<file path="src/hdl/rhs_pkg.sv">
// Shared types, constants and register map of the ramp-hold-step setpoint sequencer.
package rhs_pkg;

  localparam int MAX_JOINTS  = 16;
  localparam int JOINT_IDX_W = (MAX_JOINTS > 1) ? $clog2(MAX_JOINTS) : 1;

  localparam int ACT_W     = 16;
  localparam int FRAME_W   = 16;
  localparam int DIV_STEPS = FRAME_W;
  localparam int STEP_W    = $clog2(DIV_STEPS);

  localparam int APB_ADDR_W = 4;
  localparam int APB_DATA_W = 32;

  localparam logic [FRAME_W-1:0] RAMP_LEN_RST = FRAME_W'(50);
  localparam logic [FRAME_W-1:0] HOLD_LEN_RST = FRAME_W'(50);
  localparam logic [FRAME_W-1:0] FRAME_MAX    = {FRAME_W{1'b1}};

  typedef enum logic [1:0] {
    REG_TEST_ENABLE = 2'd0,
    REG_RAMP_LEN    = 2'd1,
    REG_HOLD_LEN    = 2'd2
  } rhs_reg_e;

  typedef enum logic [1:0] {
    PH_PASS   = 2'd0,
    PH_RAMP   = 2'd1,
    PH_HOLD   = 2'd2,
    PH_TARGET = 2'd3
  } rhs_phase_e;

  typedef enum logic [3:0] {
    ST_IDLE   = 4'b0001,
    ST_RAMP   = 4'b0010,
    ST_HOLD   = 4'b0100,
    ST_TARGET = 4'b1000
  } rhs_stage_e;

  typedef enum logic [3:0] {
    DIV_IDLE = 4'b0001,
    DIV_MUL  = 4'b0010,
    DIV_STEP = 4'b0100,
    DIV_DONE = 4'b1000
  } rhs_div_state_e;

  typedef struct packed {
    logic [3:0]              joint_index;
    logic signed [ACT_W-1:0] policy_action;
    logic signed [ACT_W-1:0] start_value;
    logic signed [ACT_W-1:0] target_value;
    logic                    tick_end;
    logic                    model_reloaded;
  } rhs_in_t;

  typedef struct packed {
    logic [3:0]              out_joint;
    logic signed [ACT_W-1:0] commanded_action;
    logic [1:0]              phase;
    logic                    out_tick_end;
  } rhs_out_t;

  typedef struct packed {
    logic               test_enable;
    logic [FRAME_W-1:0] ramp_len;
    logic [FRAME_W-1:0] hold_len;
  } rhs_cfg_t;

  // Work handed to the arithmetic unit for one item.
  typedef struct packed {
    logic                    bypass;
    logic signed [ACT_W-1:0] direct;
    logic signed [ACT_W-1:0] a0;
    logic signed [ACT_W-1:0] a1;
    logic [FRAME_W-1:0]      n;
    logic [FRAME_W-1:0]      rf;
  } rhs_op_t;

endpackage

</file>
<file path="src/hdl/rhs_cfg.sv">
// APB configuration registers of the sequencer.
module rhs_cfg (
  input  logic                               clk_i,
  input  logic                               rst_ni,
  input  logic                               psel,
  input  logic                               penable,
  input  logic                               pwrite,
  input  logic [rhs_pkg::APB_ADDR_W-1:0]     paddr,
  input  logic [rhs_pkg::APB_DATA_W-1:0]     pwdata,
  output logic [rhs_pkg::APB_DATA_W-1:0]     prdata,
  output logic                               pready,
  output rhs_pkg::rhs_cfg_t                  cfg_o
);

  rhs_pkg::rhs_cfg_t cfg_q;
  logic              wr_en;
  logic [1:0]        reg_idx;

  assign pready  = 1'b1;
  assign wr_en   = psel && penable && pwrite && pready;
  assign reg_idx = paddr[3:2];

  always_ff @(posedge clk_i or negedge rst_ni) begin
    if (!rst_ni) begin
      cfg_q.test_enable <= 1'b0;
      cfg_q.ramp_len    <= rhs_pkg::RAMP_LEN_RST;
      cfg_q.hold_len    <= rhs_pkg::HOLD_LEN_RST;
    end else if (wr_en) begin
      case (reg_idx)
        rhs_pkg::REG_TEST_ENABLE: cfg_q.test_enable <= pwdata[0];
        rhs_pkg::REG_RAMP_LEN:    cfg_q.ramp_len    <= pwdata[rhs_pkg::FRAME_W-1:0];
        rhs_pkg::REG_HOLD_LEN:    cfg_q.hold_len    <= pwdata[rhs_pkg::FRAME_W-1:0];
        default: ;
      endcase
    end
  end

  always_comb begin
    case (reg_idx)
      rhs_pkg::REG_TEST_ENABLE: prdata = rhs_pkg::APB_DATA_W'(cfg_q.test_enable);
      rhs_pkg::REG_RAMP_LEN:    prdata = rhs_pkg::APB_DATA_W'(cfg_q.ramp_len);
      rhs_pkg::REG_HOLD_LEN:    prdata = rhs_pkg::APB_DATA_W'(cfg_q.hold_len);
      default:                  prdata = '0;
    endcase
  end

  assign cfg_o = cfg_q;

endmodule

</file>
<file path="src/hdl/rhs_seq.sv">
// Sequence state, frame counters and per-joint capture store.
module rhs_seq (
  input  logic                 clk_i,
  input  logic                 rst_ni,
  input  logic                 accept_i,
  input  rhs_pkg::rhs_in_t     item_i,
  input  rhs_pkg::rhs_cfg_t    cfg_i,
  output rhs_pkg::rhs_op_t     op_o,
  output logic [1:0]           phase_o
);

  rhs_pkg::rhs_stage_e                      stage_q, stage_d;
  logic                                     armed_q, armed_d;
  logic                                     arming_q, arming_d;
  logic [rhs_pkg::FRAME_W-1:0]              ramp_cnt_q, ramp_cnt_d;
  logic [rhs_pkg::FRAME_W-1:0]              delay_cnt_q, delay_cnt_d;
  logic signed [rhs_pkg::ACT_W-1:0]         capture_q [rhs_pkg::MAX_JOINTS];

  logic [rhs_pkg::FRAME_W-1:0]              rf, df;
  logic [rhs_pkg::FRAME_W:0]                ramp_n;
  logic                                     joint_ok;
  logic [rhs_pkg::JOINT_IDX_W-1:0]          joint_idx;
  logic                                     cap_en;

  // A frame count of zero behaves as one.
  assign rf = (cfg_i.ramp_len == '0) ? rhs_pkg::FRAME_W'(1) : cfg_i.ramp_len;
  assign df = (cfg_i.hold_len == '0) ? rhs_pkg::FRAME_W'(1) : cfg_i.hold_len;

  assign joint_ok  = 32'(item_i.joint_index) < 32'(rhs_pkg::MAX_JOINTS);
  assign joint_idx = rhs_pkg::JOINT_IDX_W'(item_i.joint_index);

  always_comb begin
    stage_d     = stage_q;
    armed_d     = armed_q;
    arming_d    = arming_q;
    ramp_cnt_d  = ramp_cnt_q;
    delay_cnt_d = delay_cnt_q;
    cap_en      = 1'b0;
    ramp_n      = '0;
    phase_o     = rhs_pkg::PH_PASS;
    op_o.bypass = 1'b1;
    op_o.direct = item_i.policy_action;

    // Reload restarts first; a disabled block then restarts as well.
    if (item_i.model_reloaded || !cfg_i.test_enable) begin
      stage_d     = rhs_pkg::ST_IDLE;
      armed_d     = 1'b0;
      arming_d    = 1'b0;
      ramp_cnt_d  = '0;
      delay_cnt_d = '0;
    end

    if (cfg_i.test_enable) begin
      if (!armed_d) begin
        armed_d     = 1'b1;
        stage_d     = rhs_pkg::ST_RAMP;
        ramp_cnt_d  = '0;
        delay_cnt_d = '0;
        arming_d    = 1'b1;
      end
      cap_en = arming_d && joint_ok;

      case (stage_d)
        rhs_pkg::ST_RAMP: begin
          phase_o = rhs_pkg::PH_RAMP;
          ramp_n  = {1'b0, ramp_cnt_d} + (rhs_pkg::FRAME_W+1)'(1);
          if (ramp_n >= {1'b0, rf}) begin
            op_o.direct = item_i.start_value;
          end else begin
            op_o.bypass = 1'b0;
          end
          if (item_i.tick_end) begin
            if (ramp_cnt_d != rhs_pkg::FRAME_MAX) begin
              ramp_cnt_d = ramp_cnt_d + rhs_pkg::FRAME_W'(1);
            end
            if (ramp_cnt_d >= rf) begin
              stage_d     = rhs_pkg::ST_HOLD;
              delay_cnt_d = '0;
            end
          end
        end
        rhs_pkg::ST_HOLD: begin
          phase_o     = rhs_pkg::PH_HOLD;
          op_o.direct = item_i.start_value;
          if (item_i.tick_end) begin
            if (delay_cnt_d != rhs_pkg::FRAME_MAX) begin
              delay_cnt_d = delay_cnt_d + rhs_pkg::FRAME_W'(1);
            end
            if (delay_cnt_d >= df) begin
              stage_d = rhs_pkg::ST_TARGET;
            end
          end
        end
        rhs_pkg::ST_TARGET: begin
          phase_o     = rhs_pkg::PH_TARGET;
          op_o.direct = item_i.target_value;
        end
        default: begin
          op_o.direct = item_i.target_value;
        end
      endcase
    end

    if (item_i.tick_end) begin
      arming_d = 1'b0;
    end

    // Interpolation operands; an arming item ramps from its own action.
    op_o.a1 = item_i.start_value;
    op_o.n  = ramp_n[rhs_pkg::FRAME_W-1:0];
    op_o.rf = rf;
    if (cap_en) begin
      op_o.a0 = item_i.policy_action;
    end else if (joint_ok) begin
      op_o.a0 = capture_q[joint_idx];
    end else begin
      op_o.a0 = '0;
    end
  end

  always_ff @(posedge clk_i or negedge rst_ni) begin
    if (!rst_ni) begin
      stage_q     <= rhs_pkg::ST_IDLE;
      armed_q     <= 1'b0;
      arming_q    <= 1'b0;
      ramp_cnt_q  <= '0;
      delay_cnt_q <= '0;
    end else if (accept_i) begin
      stage_q     <= stage_d;
      armed_q     <= armed_d;
      arming_q    <= arming_d;
      ramp_cnt_q  <= ramp_cnt_d;
      delay_cnt_q <= delay_cnt_d;
    end
  end

  always_ff @(posedge clk_i) begin
    if (accept_i && cap_en) begin
      capture_q[joint_idx] <= item_i.policy_action;
    end
  end

endmodule

</file>
<file path="src/hdl/rhs_div.sv">
// Shared multiply and shift-subtract divide unit for the ramp interpolation.
module rhs_div (
  input  logic                             clk_i,
  input  logic                             rst_ni,
  input  logic                             go_i,
  input  rhs_pkg::rhs_op_t                 op_i,
  input  logic                             take_i,
  output logic                             busy_o,
  output logic                             done_o,
  output logic signed [rhs_pkg::ACT_W-1:0] result_o
);

  rhs_pkg::rhs_div_state_e          state_q, state_d;
  logic                             bypass_q;
  logic signed [rhs_pkg::ACT_W-1:0] direct_q;
  logic signed [rhs_pkg::ACT_W-1:0] a0_q;
  logic [rhs_pkg::FRAME_W-1:0]      rf_q;
  logic [rhs_pkg::FRAME_W-1:0]      n_q;
  logic [rhs_pkg::ACT_W-1:0]        mag_q;
  logic                             neg_q;
  logic [rhs_pkg::FRAME_W-1:0]      rem_q;
  logic [rhs_pkg::FRAME_W-1:0]      quo_q;
  logic [rhs_pkg::STEP_W-1:0]       step_q;

  logic signed [rhs_pkg::ACT_W:0]   diff;
  logic signed [rhs_pkg::ACT_W:0]   diff_abs;
  logic [2*rhs_pkg::FRAME_W-1:0]    prod;
  logic [rhs_pkg::FRAME_W+1:0]      trial;
  logic                             fits;
  logic signed [rhs_pkg::ACT_W:0]   q_signed;
  logic signed [rhs_pkg::ACT_W:0]   sum;

  // |a1 - a0| never exceeds 16 bits; keep the sign aside.
  assign diff     = {op_i.a1[rhs_pkg::ACT_W-1], op_i.a1} - {op_i.a0[rhs_pkg::ACT_W-1], op_i.a0};
  assign diff_abs = diff[rhs_pkg::ACT_W] ? -diff : diff;

  assign prod  = rhs_pkg::ACT_W'(mag_q) * n_q;
  assign trial = {1'b0, rem_q, quo_q[rhs_pkg::FRAME_W-1]} - {2'b00, rf_q};
  assign fits  = !trial[rhs_pkg::FRAME_W+1];

  assign q_signed = neg_q ? -$signed({1'b0, quo_q}) : $signed({1'b0, quo_q});
  assign sum      = {a0_q[rhs_pkg::ACT_W-1], a0_q} + q_signed;
  assign result_o = bypass_q ? direct_q : sum[rhs_pkg::ACT_W-1:0];

  assign busy_o = (state_q != rhs_pkg::DIV_IDLE);
  assign done_o = (state_q == rhs_pkg::DIV_DONE);

  always_comb begin
    state_d = state_q;
    case (state_q)
      rhs_pkg::DIV_IDLE: if (go_i) begin
        state_d = op_i.bypass ? rhs_pkg::DIV_DONE : rhs_pkg::DIV_MUL;
      end
      rhs_pkg::DIV_MUL:  state_d = rhs_pkg::DIV_STEP;
      rhs_pkg::DIV_STEP: if (step_q == rhs_pkg::STEP_W'(rhs_pkg::DIV_STEPS - 1)) begin
        state_d = rhs_pkg::DIV_DONE;
      end
      rhs_pkg::DIV_DONE: if (take_i) begin
        state_d = rhs_pkg::DIV_IDLE;
      end
      default:           state_d = rhs_pkg::DIV_IDLE;
    endcase
  end

  always_ff @(posedge clk_i or negedge rst_ni) begin
    if (!rst_ni) begin
      state_q <= rhs_pkg::DIV_IDLE;
      step_q  <= '0;
    end else begin
      state_q <= state_d;
      if (state_q == rhs_pkg::DIV_MUL) begin
        step_q <= '0;
      end else if (state_q == rhs_pkg::DIV_STEP) begin
        step_q <= step_q + rhs_pkg::STEP_W'(1);
      end
    end
  end

  always_ff @(posedge clk_i) begin
    case (state_q)
      rhs_pkg::DIV_IDLE: if (go_i) begin
        bypass_q <= op_i.bypass;
        direct_q <= op_i.direct;
        a0_q     <= op_i.a0;
        rf_q     <= op_i.rf;
        n_q      <= op_i.n;
        mag_q    <= diff_abs[rhs_pkg::ACT_W-1:0];
        neg_q    <= diff[rhs_pkg::ACT_W];
      end
      rhs_pkg::DIV_MUL: begin
        // Quotient stays below |a1 - a0|, so the high half is already below rf.
        rem_q <= prod[2*rhs_pkg::FRAME_W-1:rhs_pkg::FRAME_W];
        quo_q <= prod[rhs_pkg::FRAME_W-1:0];
      end
      rhs_pkg::DIV_STEP: begin
        rem_q <= fits ? trial[rhs_pkg::FRAME_W-1:0]
                      : {rem_q[rhs_pkg::FRAME_W-2:0], quo_q[rhs_pkg::FRAME_W-1]};
        quo_q <= {quo_q[rhs_pkg::FRAME_W-2:0], fits};
      end
      default: ;
    endcase
  end

endmodule

</file>
<file path="src/hdl/ramp_hold_step_setpoint_sequencer.sv">
// Top level of the ramp-hold-step setpoint sequencer.
// Ramp items: a multiply, the 16 shift-subtract steps of the shared divide unit and an
//   add, then the output register.
// Passthrough, hold, target and final-ramp items go straight to the same unit's result
//   slot, then the output register; one item is in flight at a time.
// Reset (rst_ni low, asynchronous): sequence idle, counters cleared, registers at
//   defaults; the per-joint capture store is not cleared and needs no clearing pass.
module ramp_hold_step_setpoint_sequencer (
  input  logic                           clk_i,
  input  logic                           rst_ni,
  input  logic                           in_valid_i,
  output logic                           in_stall_o,
  input  rhs_pkg::rhs_in_t               in_item_i,
  output logic                           out_valid_o,
  input  logic                           out_stall_i,
  output rhs_pkg::rhs_out_t              out_item_o,
  input  logic                           psel,
  input  logic                           penable,
  input  logic                           pwrite,
  input  logic [rhs_pkg::APB_ADDR_W-1:0] paddr,
  input  logic [rhs_pkg::APB_DATA_W-1:0] pwdata,
  output logic [rhs_pkg::APB_DATA_W-1:0] prdata,
  output logic                           pready
);

  rhs_pkg::rhs_cfg_t                cfg;
  rhs_pkg::rhs_op_t                 op;
  logic [1:0]                       phase;
  logic                             accept;
  logic                             div_busy;
  logic                             div_done;
  logic                             take;
  logic                             out_free;
  logic signed [rhs_pkg::ACT_W-1:0] div_result;

  // Per-item fields that ride alongside the arithmetic.
  logic [3:0]                       joint_q;
  logic [1:0]                       phase_q;
  logic                             tick_end_q;

  logic                             out_valid_q;
  rhs_pkg::rhs_out_t                out_item_q;

  rhs_cfg u_cfg (
    .clk_i   (clk_i),
    .rst_ni  (rst_ni),
    .psel    (psel),
    .penable (penable),
    .pwrite  (pwrite),
    .paddr   (paddr),
    .pwdata  (pwdata),
    .prdata  (prdata),
    .pready  (pready),
    .cfg_o   (cfg)
  );

  // Stall while the unit holds an item: one item in flight at a time.
  assign in_stall_o = div_busy;
  assign accept     = in_valid_i && !in_stall_o;

  // Sequence state advances on the transfer; it also picks the operands.
  rhs_seq u_seq (
    .clk_i    (clk_i),
    .rst_ni   (rst_ni),
    .accept_i (accept),
    .item_i   (in_item_i),
    .cfg_i    (cfg),
    .op_o     (op),
    .phase_o  (phase)
  );

  // Items that need no interpolation pass straight to the result slot.
  rhs_div u_div (
    .clk_i    (clk_i),
    .rst_ni   (rst_ni),
    .go_i     (accept),
    .op_i     (op),
    .take_i   (take),
    .busy_o   (div_busy),
    .done_o   (div_done),
    .result_o (div_result)
  );

  always_ff @(posedge clk_i) begin
    if (accept) begin
      joint_q    <= in_item_i.joint_index;
      phase_q    <= phase;
      tick_end_q <= in_item_i.tick_end;
    end
  end

  // Output register: load the finished result whenever the slot is free or leaving.
  assign out_free = !out_valid_q || !out_stall_i;
  assign take     = div_done && out_free;

  always_ff @(posedge clk_i or negedge rst_ni) begin
    if (!rst_ni) begin
      out_valid_q <= 1'b0;
    end else if (take) begin
      out_valid_q <= 1'b1;
    end else if (!out_stall_i) begin
      out_valid_q <= 1'b0;
    end
  end

  always_ff @(posedge clk_i) begin
    if (take) begin
      out_item_q.out_joint        <= joint_q;
      out_item_q.commanded_action <= div_result;
      out_item_q.phase            <= phase_q;
      out_item_q.out_tick_end     <= tick_end_q;
    end
  end

  assign out_valid_o = out_valid_q;
  assign out_item_o  = out_item_q;

  // A transfer always occupies the unit on the next cycle.
  a_accept_busy: assert property (@(posedge clk_i) disable iff (!rst_ni)
    accept |=> in_stall_o)
    else $error("input transfer did not occupy the arithmetic unit");

  // A finished result with a free slot shows up at the output.
  a_take_valid: assert property (@(posedge clk_i) disable iff (!rst_ni)
    (div_done && out_free) |=> (out_valid_o && !div_done))
    else $error("finished result not moved to the output register");

  // A new result only appears after the unit finished.
  a_rise_done: assert property (@(posedge clk_i) disable iff (!rst_ni)
    $rose(out_valid_o) |-> $past(div_done))
    else $error("output valid rose without a finished result");

endmodule

</file>
<file path="config.mk">
export PLATFORM = sky130hd
export DESIGN_NAME = ramp_hold_step_setpoint_sequencer
export DESIGN_NICKNAME = d
export VERILOG_FILES = /design/src/hdl/rhs_pkg.sv /design/src/hdl/rhs_cfg.sv /design/src/hdl/rhs_seq.sv /design/src/hdl/rhs_div.sv /design/src/hdl/ramp_hold_step_setpoint_sequencer.sv
export SDC_FILE = /design/constraint.sdc
export NUM_CORES = 1
export LEC_CHECK = 0
export ABC_AREA = 1
export BUFFER_PORTS_ARGS = -buffer_cell sky130_fd_sc_hd__buf_2
export CAP_MARGIN = 20
export CORE_MARGIN = 10
export CORE_UTILIZATION = 35
export CTS_CLUSTER_SIZE = 14
export DETAILED_ROUTE_END_ITERATION = 8
export SLEW_MARGIN = 10
export SYNTH_ARGS = -nofsm -noshare
export SYNTH_HDL_FRONTEND = slang
export SYNTH_SLANG_ARGS = --single-unit
</file>
<file path="constraint.sdc">
create_clock -name clk_i -period 8.2 [get_ports clk_i]
set_clock_uncertainty 0.15 [all_clocks]
set_input_delay 0.82 -clock clk_i [delete_from_list [all_inputs] [get_ports clk_i]]
set_output_delay 0.82 -clock clk_i [all_outputs]
set_load 0.02 [all_outputs]
</file>
==> reports/metrics.yaml <==
status: "finished, final reports clean"
cts_root_buf: "clkbuf_16"
grt_pass1_vias: 26032
fmax_ghz: 0.153
max_cap_violations: 0
synth_cells: 3895
finalNetCount: 4427
worstSetupStartpointType: "flop"
final_cell_mix: "nand2_1, inv_1, edfxtp_1"
clk_pin_slew_ps: 70
wirelength_um: 94900
clockBufferDepth: 3
die-area_um2: 110000
crit_start: "u_div.n_q[7]"
vias: 26326
ys.flop_type: "edfxtp_1"
dp.cells: 5145
grt_max_degree: 70
syn_area_um2: 34100
coreArea_um2: 96700
setup_ws_ps: 1670
overflow: 0
drive_gt1_share_pct: 7.83
drt_iter0_markers: 1992
synth_top_cell_by_area: "edfxtp_1"
period_minus_slack_ps: 6530
cts_max_level: 2
instances_no_fill: 5250
final_common_cell: "nand2_1"
viasPerCell: 5.01
dp_slack_ps: 1710
synth_edf_count: 400
holdCritStartpoint: "u_cfg.cfg_o[22]"
syn-mean-instance-area_um2: 8.76
tightestPinTransition_ps: 1090
final.period_utilization_pct: 79.6
syn_to_final_growth_pct: 10.5
cts_tree: "done"
numCtsBuffers: 51
min_path_type: "flop to flop"
r2r-start: "u_div.n_q[7]"
clk_latency_ps: 620
drv_slew: 0
synth-seq-area-share_pct: 41.1
antenna_found_initial: 10
setup_tns_ps: 0
dpl.hpwl_um: 70200
worstPathMaxFanout: 16
whs_ps: 265
cp-end-kind: "flop"
required_ps: 8420
synth_area_leaders: "edfxtp_1, fa_1, nand2_1"
io_pins: 155
slew_headroom_pct: 27.5
async_reset_ff_share_pct: 16.7
yosys_warnings: 0
grt_pass1_wl_um: 149000
die_w_um: 332
ys_ff_latch: 480
cp.arrival_ps: 6750
synth_top_area_share_pct: 35.2
grtUsageTotal_pct: 16.8
cts_sinks: 480
antenna_left: 0
port_buffers: 119
die_h_um: 332
initial_core_util_pct: 35.3
cts_setup_buffers: 0
hold_viol_final: 0
finalSetupViolations: 0
rsz0062_at_grt: "no"
crit_type: "flop to flop"
yosysUniqueCellTypes: 56
gp_congestion: 0.895
wl_per_cell_um: 18.1
core.rowCount: 114
drc: 0
first_pass_iters: 6
==> stage by stage <==
stage	area (um2)	util, %
after global placement	35800	37.0
final	37700	39.0
after global routing	37700	39.0
after detailed placement	35800	37.1
after floorplan	34200	-
after CTS	37600	38.9
==> sequential cells by signal (all words and copies together) (netlist names), 16 cells and up <==
| name | flops |
|---|---|
| u_div.rem_q | 16 |
| u_div.mag_q | 16 |
| out_item_o | 23 |
| u_seq.delay_cnt_q | 16 |
| u_cfg.cfg_o | 33 |
| u_div.direct_q | 16 |
| u_div.quo_q | 16 |
| u_seq.ramp_cnt_q | 16 |
| u_div.rf_q | 16 |
| u_seq.capture_q | 256 |
| u_div.n_q | 16 |
| u_div.a0_q | 16 |
==> final cells by class <==
type / instances / area, um2
Tap cell: 1276 / 1600
Sequential cell: 480 / 14000
Inverter: 650 / 2440
Timing Repair Buffer: 159 / 970
Clock buffer: 66 / 1370
Clock inverter: 29 / 358
Multi-Input combinational cell: 2587 / 16900
Antenna cell: 3 / 7.51
Fill cell: 9718 / 59000
==> kinds of logic (layout without fill, tap and decap cells) <==
family,after synthesis,count (layout),share of synthesized area (%)
fa+ha+maj,401,401,19.0
buf+inv,843,904,9.64
compound gates,568,568,9.66
flops,480,480,41.1
other cells,2,20,0.0220
xor+xnor,70,70,1.86
simple gates,1531,1531,18.7
==> timing repair <==
action,CTS,global route
hold buffers,1,0
endpoints found under the hold margin,11,0
resized for setup,0,0
==> path summary, 6_finish.rpt <==
path                       cells past startpoint  slack (ps)         endpoint
setup / recovery                              20        1670   u_div.rem_q[7]
hold / removal                                 0         260    u_div.rf_q[6]
setup reg to reg                              20        1670   u_div.rem_q[7]
hold reg to reg                                0         260    u_div.rf_q[6]
max in group asynchronous                      3        6230  u_cfg.cfg_o[26]
min in group asynchronous                      2         460  u_cfg.cfg_o[15]
==> layer usage <==
metal	GRT usage (%)	vias up	part of all wire, %
met1	22.7	12758	45
met4	4.58	6	2.6
met3	2.04	161	5.2
li1	-	12726	-
met2	27.9	675	47
met5	0	-	0.042
==> critical path, stage by stage (launching register included) <==
cell      delay [ps]
edfxtp_1         930
nand2_1          150
fa_1             490
fa_1             510
inv_1             50
fa_1             480
fa_1             540
fa_1             540
inv_1             50
fa_1             580
inv_1             60
ha_1             380
a21oi_1          240
o21ai_0          130
inv_1            100
o21bai_1         120
a21oi_1          140
o21ai_0          160
or2_2            320
nand3_1           90
nand2_1           60
==> Yosys cell counts (7+ instances only) <==
master,instances
a21o_1,7
a21oi_1,206
a22oi_1,91
buf_1,8
buf_2,14
buf_4,20
clkbuf_1,147
dfrtp_1,72
dfstp_2,8
edfxtp_1,400
fa_1,197
ha_1,204
inv_1,641
nand2_1,973
nand2_2,11
nand3_1,184
nand4_1,68
nor2_1,227
nor2_2,9
nor3_1,21
o211ai_1,10
o21ai_0,166
o21ai_1,13
o21bai_1,11
o22ai_1,26
or2_2,16
xnor2_1,18
xor2_1,49
Power is not shown: default switching activity piles up to over one toggle a cycle in this logic, so the estimate is an artifact.
